## config.mk

```make
export PLATFORM = sky130hd
export DESIGN_NAME = psfrl_ctrl
export DESIGN_NICKNAME = d
export VERILOG_FILES = /design/src/hw/rtl/psfrl_pkg.sv /design/src/hw/rtl/psfrl_ctrl.sv
export SDC_FILE = /design/constraint.sdc
export NUM_CORES = 1
export LEC_CHECK = 0
export BUFFER_PORTS_ARGS = -buffer_cell sky130_fd_sc_hd__buf_2
export CAP_MARGIN = 20
export CORE_AREA = 4 4 41 43
export CTS_BUF_LIST = sky130_fd_sc_hd__clkbuf_16
export DETAILED_ROUTE_END_ITERATION = 8
export DIE_AREA = 0 0 45 47
export GPL_TIMING_DRIVEN = 0
export HOLD_SLACK_MARGIN = 0.03
export PLACE_DENSITY_LB_ADDON = 0.2
export SYNTH_ARGS = -nofsm -noshare
export SYNTH_HDL_FRONTEND = slang
export SYNTH_SLANG_ARGS = --single-unit
```

## constraint.sdc

```tcl
create_clock -name clock -period 0.8 [get_ports clock]
set_input_delay 0.04 -clock clock [delete_from_list [all_inputs] [get_ports clock]]
set_output_delay 0.04 -clock clock [all_outputs]
set_load 0.1 [all_outputs]
```

## src/hw/rtl/psfrl_pkg.sv

```systemverilog
// shared constants and types for the per-source flood rate limiter
`timescale 1ns / 1ps
package psfrl_pkg;
   localparam int ENTRIES = 64;
   localparam int IDX_W = $clog2(ENTRIES);
   localparam int CNT_W = IDX_W + 1;
   localparam int REMOVED_W = 7;
   localparam int ADDR_W = 32;
   localparam int TIME_W = 40;
   localparam int LIMIT_W = 6;
   localparam int WIN_W = 32;
   localparam int PADDR_W = 4;

   localparam logic [PADDR_W-1:0] REG_ACTION_LIMIT = 4'h0;
   localparam logic [PADDR_W-1:0] REG_FAST_WINDOW = 4'h4;
   localparam logic [PADDR_W-1:0] REG_SLOW_WINDOW = 4'h8;

   localparam logic CMD_ACTION = 1'b0;
   localparam logic CMD_SWEEP = 1'b1;

   localparam logic [1:0] V_ALLOW = 2'd0;
   localparam logic [1:0] V_DENY = 2'd1;
   localparam logic [1:0] V_BAN = 2'd2;
   localparam logic [1:0] V_CLOSE = 2'd3;

   localparam logic [REMOVED_W-1:0] REMOVED_MAX = 7'd127;

   // controller to datapath
   typedef struct packed {
      logic load;       // capture request
      logic clear_scan; // reset scan index and search results
      logic scan;       // issue read of current index
      logic eval;       // evaluate returned entry
      logic commit;     // write result to table
      logic finish;     // present result
   } ctrl_type;

   // datapath to controller
   typedef struct packed {
      logic is_sweep;
      logic privileged;
      logic scan_last;
   } stat_type;
endpackage

```

## src/hw/rtl/psfrl_ctrl.sv

```systemverilog
// controller state machine sequencing lookup, sweep and result handoff
`timescale 1ns / 1ps
module psfrl_ctrl (
   input  logic                 clock,
   input  logic                 reset,
   input  logic                 req_valid,
   output logic                 req_ready,
   output logic                 rsp_valid,
   input  logic                 rsp_ready,
   input  psfrl_pkg::stat_type  stat,
   output psfrl_pkg::ctrl_type  ctrl
);
   typedef enum logic [2:0] {
      S_IDLE, S_START, S_SCAN, S_DRAIN, S_EVAL, S_COMMIT, S_OUT
   } state_type;

   state_type state_ff, state_in;
   logic      rsp_valid_ff, rsp_valid_in;

   always_comb begin
      state_in = state_ff;
      rsp_valid_in = rsp_valid_ff;
      ctrl = '0;
      if (rsp_valid_ff && rsp_ready) begin
         rsp_valid_in = 1'b0;
      end
      unique case (state_ff)
         S_IDLE: begin
            if (req_valid) begin
               ctrl.load = 1'b1;
               state_in = S_START;
            end
         end
         S_START: begin
            ctrl.clear_scan = 1'b1;
            state_in = (!stat.is_sweep && stat.privileged) ? S_OUT : S_SCAN;
         end
         S_SCAN: begin
            ctrl.scan = 1'b1;
            ctrl.eval = 1'b1;
            if (stat.scan_last) begin
               state_in = S_DRAIN;
            end
         end
         S_DRAIN: begin
            ctrl.eval = 1'b1;
            state_in = S_EVAL;
         end
         S_EVAL: begin
            state_in = S_COMMIT;
         end
         S_COMMIT: begin
            ctrl.commit = 1'b1;
            state_in = S_OUT;
         end
         S_OUT: begin
            if (!rsp_valid_ff || rsp_ready) begin
               ctrl.finish = 1'b1;
               rsp_valid_in = 1'b1;
               state_in = S_IDLE;
            end
         end
         default: state_in = S_IDLE;
      endcase
   end

   always_ff @(posedge clock) begin
      if (reset) begin
         state_ff <= S_IDLE;
         rsp_valid_ff <= 1'b0;
      end else begin
         state_ff <= state_in;
         rsp_valid_ff <= rsp_valid_in;
      end
   end

   assign req_ready = (state_ff == S_IDLE);
   assign rsp_valid = rsp_valid_ff;
endmodule

```

* Yosys cells after proc, flatten, opt, wreduce, memory -nomap -nowiden
Cells that the tools add are included.
** Cells by class
- Equality and inequality tests :: 9
- Multiplexer cells :: 16
- Reductions and logical operators :: 8
** Operator list (number)
- case mux 3 bit (7 select lines) :: 1
- 2-to-1 mux 3 bit :: 4
- 2-to-1 mux 1 bit :: 11
- equality test 3 bit (second input constant) :: 3
- equality test 3 x 2 -> 1 bit (second input constant) :: 2
- inequality test 2 bit (second input constant) :: 3
- equality test 3 x 1 -> 1 bit (second input constant) :: 1
- zero test 3 bit :: 1
- AND reduction 3 bit :: 1
- logical AND 1 bit :: 2
- zero test 1 bit :: 2
- OR reduction 2 bit :: 1
- logical OR 1 bit :: 1
** Storage, ports and cells
- Input port bits :: 7
- Bits in registers :: 4
- Output and inout port bits :: 8
- Logic and storage cells :: 35

* Depth between registers and ports, before layout
Gate-level depths: netlist (run 1).
- Word-level depth :: 4
- Gate-level depth with buffers :: 4
- Mapped depth without buffers :: 3

* Worst setup path after synthesis (run 1)
OpenSTA, ideal clock, no wires.
- Kind :: flip-flop to output port
- Start :: register state_ff[1]
- End :: output ctrl[3] in the netlist's numbering
- Data arrival time :: 2.642 ns
- Slack :: -1.882 ns
- Cell stages (with the launch flop) :: 3
- Required time :: 0.760 ns
- Cells stage by stage :: dfxtp_1 -> buf_4 -> nor3b_1
** RTL lines
- from (decl) :: RTL line psfrl_ctrl.sv:17 : state_type state_ff, state_in;
- from (signal assigned) :: RTL line psfrl_ctrl.sv:72 : state_ff <= state_in;
- to (decl) :: RTL line psfrl_ctrl.sv:11 : output psfrl_pkg::ctrl_type ctrl

==> flow_summary_export.csv, run 1 <==
group,metric,value,unit
status,status,"finished with violations",
status,violations,"negative setup slack",
sta,skew,0.003959,ns
synthesis,postSynthCellCount,28,
sta,period_needed,1.199,ns
synthesis,yosysTopAreaCellShare,29.63,%
worst_setup_path,cp-end-kind,"output pin",
place,placed_area,411.6,um^2
sta,slew_headroom,84.54,%
power,p_per_area,3040,nW/um^2
power,vdd_ir_drop_max,0.001921,V
synthesis,seq_area_frac_synth,29.63,%
finish,drive_gt1_share,78.85,%
synthesis,yosys.area.top_type,"dfxtp_1",
global_route,grt_max_degree,9,
global_route,met1_usage,11.39,%
detailed_routing,drt-total-wl,783,um
sta,fin_worst_hold_slack,0.03365,ns
place,gp_congestion,0.7055,
floorplanning,start_util,20.77,%
place,port_buffers,14,
global_route,overflow,0,
detailed_routing,ant_nets,0,
finish,nNetsFinal,60,
sta,min_period_over_period,149.8,%
sta,setup_tns,-2.961,ns
floorplanning,placementRows,13,
worst_setup_path,r2r_cells,4,
finish,post-route-cell-area,653.1,um^2
synthesis,synth_fp_nets,35,
worst_setup_path,crit_type,"reg -> out",
place,hpwl,513,um
synthesis,synth_area,270.3,um^2
sta,rsz0062_at_grt,"true",
clocking,clkTransAtPathRegs,0.03,ns
clocking,clock-sinks,4,
sta,fmax,834.2,MHz
worst_setup_path,cp.required,0.76,ns
detailed_routing,drtIter0Drc,4,
global_route,grt.busiest_layer,"met2",
sta,drv_slew,0,
detailed_routing,viasPerCell,4.358,
floorplanning,die_w,45,um
global_route,grt_use_met3,5.364,%
clocking,clk_latency,0.23,ns
worst_setup_path,worst_setup_path_start_kind,"register",
sta,final_hold_viol_count,0,
worst_hold_path,hold_path.class,"in -> reg",
worst_setup_path,worstPathMaxFanout,8,
detailed_routing,dr.pass1.iters,4,
global_route,grt_pass1_wl,1.511,mm
power,power,0.001986,W
worst_setup_path,arrival,1.16,ns
clocking,cts_tree,"yes",
detailed_routing,routedWlPerCell,11.69,um
clocking,cts_made_buffers,3,
finish,antenna_cells,0,
worst_setup_path,rrSetupSlack,-0.21,ns
detailed_routing,drc_errors,0,
global_route,antenna_found_initial,0,
clocking,clockBufferDepth,2,
power,p_leak,0.2846,nW
synthesis,synth_top_cells_by_area,"dfxtp_1 30%, nand2b_4 10%, nor2b_1 6.9%, a311oi_2 5.6%, buf_4 5.6%",
floorplanning,die_h,47,um
global_route,grt_pass1_vias,320,
synthesis,synth_seq_cells,4,
sta,tightest_slew,0.2297,ns
floorplanning,core_area,1301,um^2
sta,setup_violations,11,
worst_hold_path,holdPathStages,2,
global_route,grt_use_total,10.91,%
sta,worst_slack,-0.3987,ns
floorplanning,dieArea,2115,um^2
synthesis,yosysUniqueCellTypes,20,
floorplanning,ios,15,
synthesis,avgSynthCellArea,9.652,um^2
job,cap_violations,0,
synthesis,ys_warn_count,0,
detailed_routing,vias,292,
clocking,root_buffer,"clkbuf_16",
finish,fill_cells,133,
clocking,htree_levels,1,
finish,area_growth_syn_to_layout,141.7,%
global_route,grt_util_met2,14.12,%
==> cell families (layout without fill, tap and decap cells) <==
family                 after synthesis  count (layout)  synth area share [%]
flip-flops                           4               4                 29.63
AND/OR/NAND/NOR                     13              13                 35.65
AO/OA/AOI/OAI                        6               6                 20.37
buffers and inverters                4              28                 11.11
XOR/XNOR                             1               1                 3.241
==> area by class of cell <==
type / count / area [um^2] / area share [%]
multi-input cells: 20 / 207.7 / 31.80
clock buffers: 3 / 75.07 / 11.49
plain buffers: 1 / 11.26 / 1.724
clock inverters: 1 / 3.754 / 0.5747
well taps: 15 / 18.77 / 2.874
flip-flops and latches: 4 / 91.34 / 13.98
inverters: 1 / 6.256 / 0.9579
repair buffers: 22 / 239.0 / 36.59
==> per-stage QoR <==
step	utilization, %	setup slack, ns	std cells
3_3_place_gp	31.63	-0.4133	57
2_1_floorplan	-	-0.9685	28
4_1_cts	50.10	-0.4162	68
3_5_place_dp	31.63	-0.4394	57
5_1_grt	50.19	-0.4521	67
6_report	50.19	-0.3987	67
==> worst max-delay path: stages, from the launching register on <==
cell and delay (ns):
dfxtp_4 0.37, nand3b_1 0.22, nor2b_4 0.16, buf_12 0.18
==> cells in the mapped netlist <==
master,count
nor4_1,1
inv_2,1
xnor2_1,1
nor2b_1,3
o211a_1,1
buf_6,1
a21boi_1,1
and2_1,1
nor3b_1,1
nor3_2,1
a21oi_1,1
a311oi_2,1
nor2_1,2
o21ai_1,1
buf_4,2
dfxtp_1,4
nor3_1,1
nand3b_1,1
a211oi_2,1
nand2b_4,2
==> power by group <==
part | internal, W | leakage [nW] | switching [W] | total, W
sequential | 0.000225 | 0.0349 | 0.0000434 | 0.000268
clock | 0.000646 | 0.0423 | 0.000150 | 0.000796
combinational | 0.000354 | 0.207 | 0.000568 | 0.000922
total | 0.00122 | 0.285 | 0.000762 | 0.00199
==> final timing paths <==
| kind | to | startpoint |
|---|---|---|
| setup / recovery | ctrl[0] | state_ff[0] |
| hold reg to reg | state_ff[0] | state_ff[0] |
| hold / removal | state_ff[2] | reset |
| setup reg to reg | state_ff[0] | state_ff[1] |
==> what timing repair did <==
| item | in CTS | in global routing |
|---|---|---|
| pin swaps | 4 | 2 |
| endpoints found under the setup margin | 12 | 12 |
| setup buffers | 7 | 0 |
| resized for setup | 31 | 4 |
| hold endpoints to repair | 1 | 0 |
| hold buffers | 1 | 0 |
==> metal layers <==
layer,routed length (um),part of all wire (%)
met2,314,40
met5,0,0
met1,344,44
met4,44,5.6
met3,78,10
==> cells in the final DEF (no fill, tap or decap), drive strengths merged <==
master and n:
o21ai 1, nor2b 3, nand3b 1, inv 2, nor3b 1, buf 22, o211a 1, nor3 2
nor2 2, a311oi 1, nor4 1, dfxtp 4, and2 1, a211oi 1, a21boi 1, nand2b 2
a21oi 1, dlygate4sd3 1, xnor2 1, clkbuf 3
==> sequential cells by signal, summed over array words and instances, names as in the netlist <==
signal / count
rsp_valid: 1
state_ff: 3
Power figures use the tool's default switching activity.
==> inputs of run 2 (changes only) <==
--- a/config.mk
+++ b/config.mk
@@ -14,6 +14,7 @@
 export GPL_TIMING_DRIVEN = 0
 export HOLD_SLACK_MARGIN = 0.03
 export PLACE_DENSITY_LB_ADDON = 0.2
+export SETUP_SLACK_MARGIN = 0.05
 export SYNTH_ARGS = -nofsm -noshare
 export SYNTH_HDL_FRONTEND = slang
 export SYNTH_SLANG_ARGS = --single-unit
==> constraint.sdc (replaced) <==
create_clock -name clock -period 1.1 [get_ports clock]
set_input_delay 0.055 -clock clock [delete_from_list [all_inputs] [get_ports clock]]
set_output_delay 0.055 -clock clock [all_outputs]
set_load 0.1 [all_outputs]
==> run 2 against run 1 <==
Effect of this change: the run still ends with negative setup slack left; combinational power decreased by 18%; worst setup slack gained 0.26 ns; highest routed layer unchanged; count of clock-buffer cells in the layout is the same; critical endpoint is now ctrl[5].
==> flow_summary_export.csv, run 2 (same netlist as run 1, synthesis figures left out) <==
group,metric,value,unit
status,status,"finished with violations",
status,violations,"negative setup slack",
detailed_routing,dr.pass1.iters,2,
worst_setup_path,worst_setup_path_start_kind,"register",
worst_setup_path,cp.required,1.04,ns
clocking,clkTransAtPathRegs,0.03,ns
worst_setup_path,worstPathMaxFanout,6,
finish,largest_register_ffs,3,
finish,nNetsFinal,62,
place,place_ws,-0.1340,ns
detailed_routing,drc_errors,0,
worst_setup_path,cp-end-kind,"output pin",
floorplanning,ios,15,
worst_setup_path,crit_type,"reg -> out",
global_route,overflow,0,
job,cap_violations,0,
place,place_inst,57,
worst_setup_path,arrival,1.19,ns
clocking,cts_made_buffers,3,
detailed_routing,vias,295,
power,p_per_area,2308,nW/um^2
sta,setup_tns,-0.6550,ns
power,swShare,37.94,%
place,placed_area,405.4,um^2
detailed_routing,viasPerCell,4.275,
worst_hold_path,hold_path.class,"in -> reg",
floorplanning,die_w,45,um
place,hpwl,513.8,um
power,intPower,0.0009480,W
power,p_seq_share,12.1,%
power,switching_power,0.0005796,W
global_route,grt_pass1_vias,289,
sta,drv_slew,0,
place,port_buffers,14,
floorplanning,dieArea,2115,um^2
clocking,clock-sinks,4,
detailed_routing,drtIter0Drc,1,
detailed_routing,ant_nets,0,
global_route,antenna_found_initial,0,
floorplanning,core_area,1301,um^2
finish,drive_gt1_share,81.48,%
floorplanning,placementRows,13,
detailed_routing,drt-total-wl,869,um
sta,slew_headroom,81.61,%
floorplanning,start_util,20.77,%
sta,setup_violations,7,
clocking,clk_latency,0.23,ns
finish,post-route-cell-area,661.9,um^2
clocking,cts_tree,"yes",
sta,fmax,806.2,MHz
finish,final_common_cell,"buf_4",
floorplanning,die_h,47,um
clocking,postCtsHoldBufs,0,
power,pwr-share-clk,38.5,%
power,power,0.001528,W
finish,final_cells,69,
global_route,grt_max_degree,11,
finish,layout_common_cells,"9 x buf_4, 6 x buf_2, 6 x buf_12",
global_route,grt_pass1_wl,1.221,mm
sta,skew,0.001687,ns
sta,final_hold_viol_count,0,
global_route,grt_use_total,8.782,%
detailed_routing,routedWlPerCell,12.59,um
sta,tightest_slew,0.2781,ns
power,pwr-share-comb,49.5,%
sta,period_needed,1.240,ns
finish,area_growth_syn_to_layout,144.9,%
finish,antenna_cells,0,
sta,min_period_over_period,112.8,%
power,vdd_ir_drop_max,0.001163,V
power,p_leak,0.2977,nW
finish,top_register,"state_ff",
sta,worst_slack,-0.1404,ns
place,gp_congestion,0.7441,
sta,rsz0062_at_grt,"true",
clocking,htree_levels,1,
clocking,clockBufferDepth,2,
clocking,root_buffer,"clkbuf_16",
run 2: changes by cell type in the layout (fill, tap and decap cells not counted), sizes merged:
cell / change
buf: +3
dlygate4sd3: -1
run 2: power by group through the flow:
| stage | registers, W | clock network, W | logic, W |
|---|---|---|---|
| finish | 0.000184 | 0.000588 | 0.000756 |
| global route | 0.000187 | 0.000607 | 0.000781 |
| CTS | 0.000186 | 0.000598 | 0.000680 |
| detailed placement | 0.000169 | 0 | 0.000554 |
| global placement | 0.000169 | 0 | 0.000551 |
| floorplan | 0.000173 | 0 | 0.000484 |
run 2: what timing repair did:
item | 4_1_cts | 5_1_grt
gates resized for setup | 30 | 5
endpoints found under the setup margin | 8 | 7
setup buffers | 2 | 7
pin swaps | 1 | 4
gates cloned | 0 | 0
run 2: stage by stage:
step / util (%) / hold WS [ns]
after global routing: 50.87 / 0.08915
after CTS: 45.58 / 0.05637
after detailed placement: 31.15 / 0.2949
after floorplan: - / 0.1144
final: 50.87 / 0.05979
after global placement: 31.15 / 0.2883
run 2: path summary, 6_finish.rpt:
path                             startpoint           to  slack, ns  cells after the start
worst max-delay path            state_ff[2]      ctrl[5]      -0.14                      4
worst min-delay path                  reset    rsp_valid       0.06                      2
worst max register to register  state_ff[1]  state_ff[0]       0.05                      5
worst min register to register  state_ff[0]  state_ff[0]       0.51                      1
run 2: worst max-delay path, cell delays in order (launching register included):
cell and delay (ns):
dfxtp_2 0.31, buf_8 0.12, nor3_4 0.19, and2_4 0.17, buf_12 0.16
run 2: final cells by class:
class                           count  area (um^2)
Buffer                              2        26.28
Clock buffer                        3        75.07
Clock inverter                      1        3.754
Fill cell                         128        639.4
Inverter                            1        3.754
Multi-Input combinational cell     20        203.9
Sequential cell                     4        90.09
Tap cell                           15        18.77
Timing Repair Buffer               23        240.2
run 2: per-layer routing:
metal	track usage, %	part of all wire [%]
met1	8.447	39
met2	14.12	55
met3	2.299	2.8
met4	10.53	2.8
met5	0	0
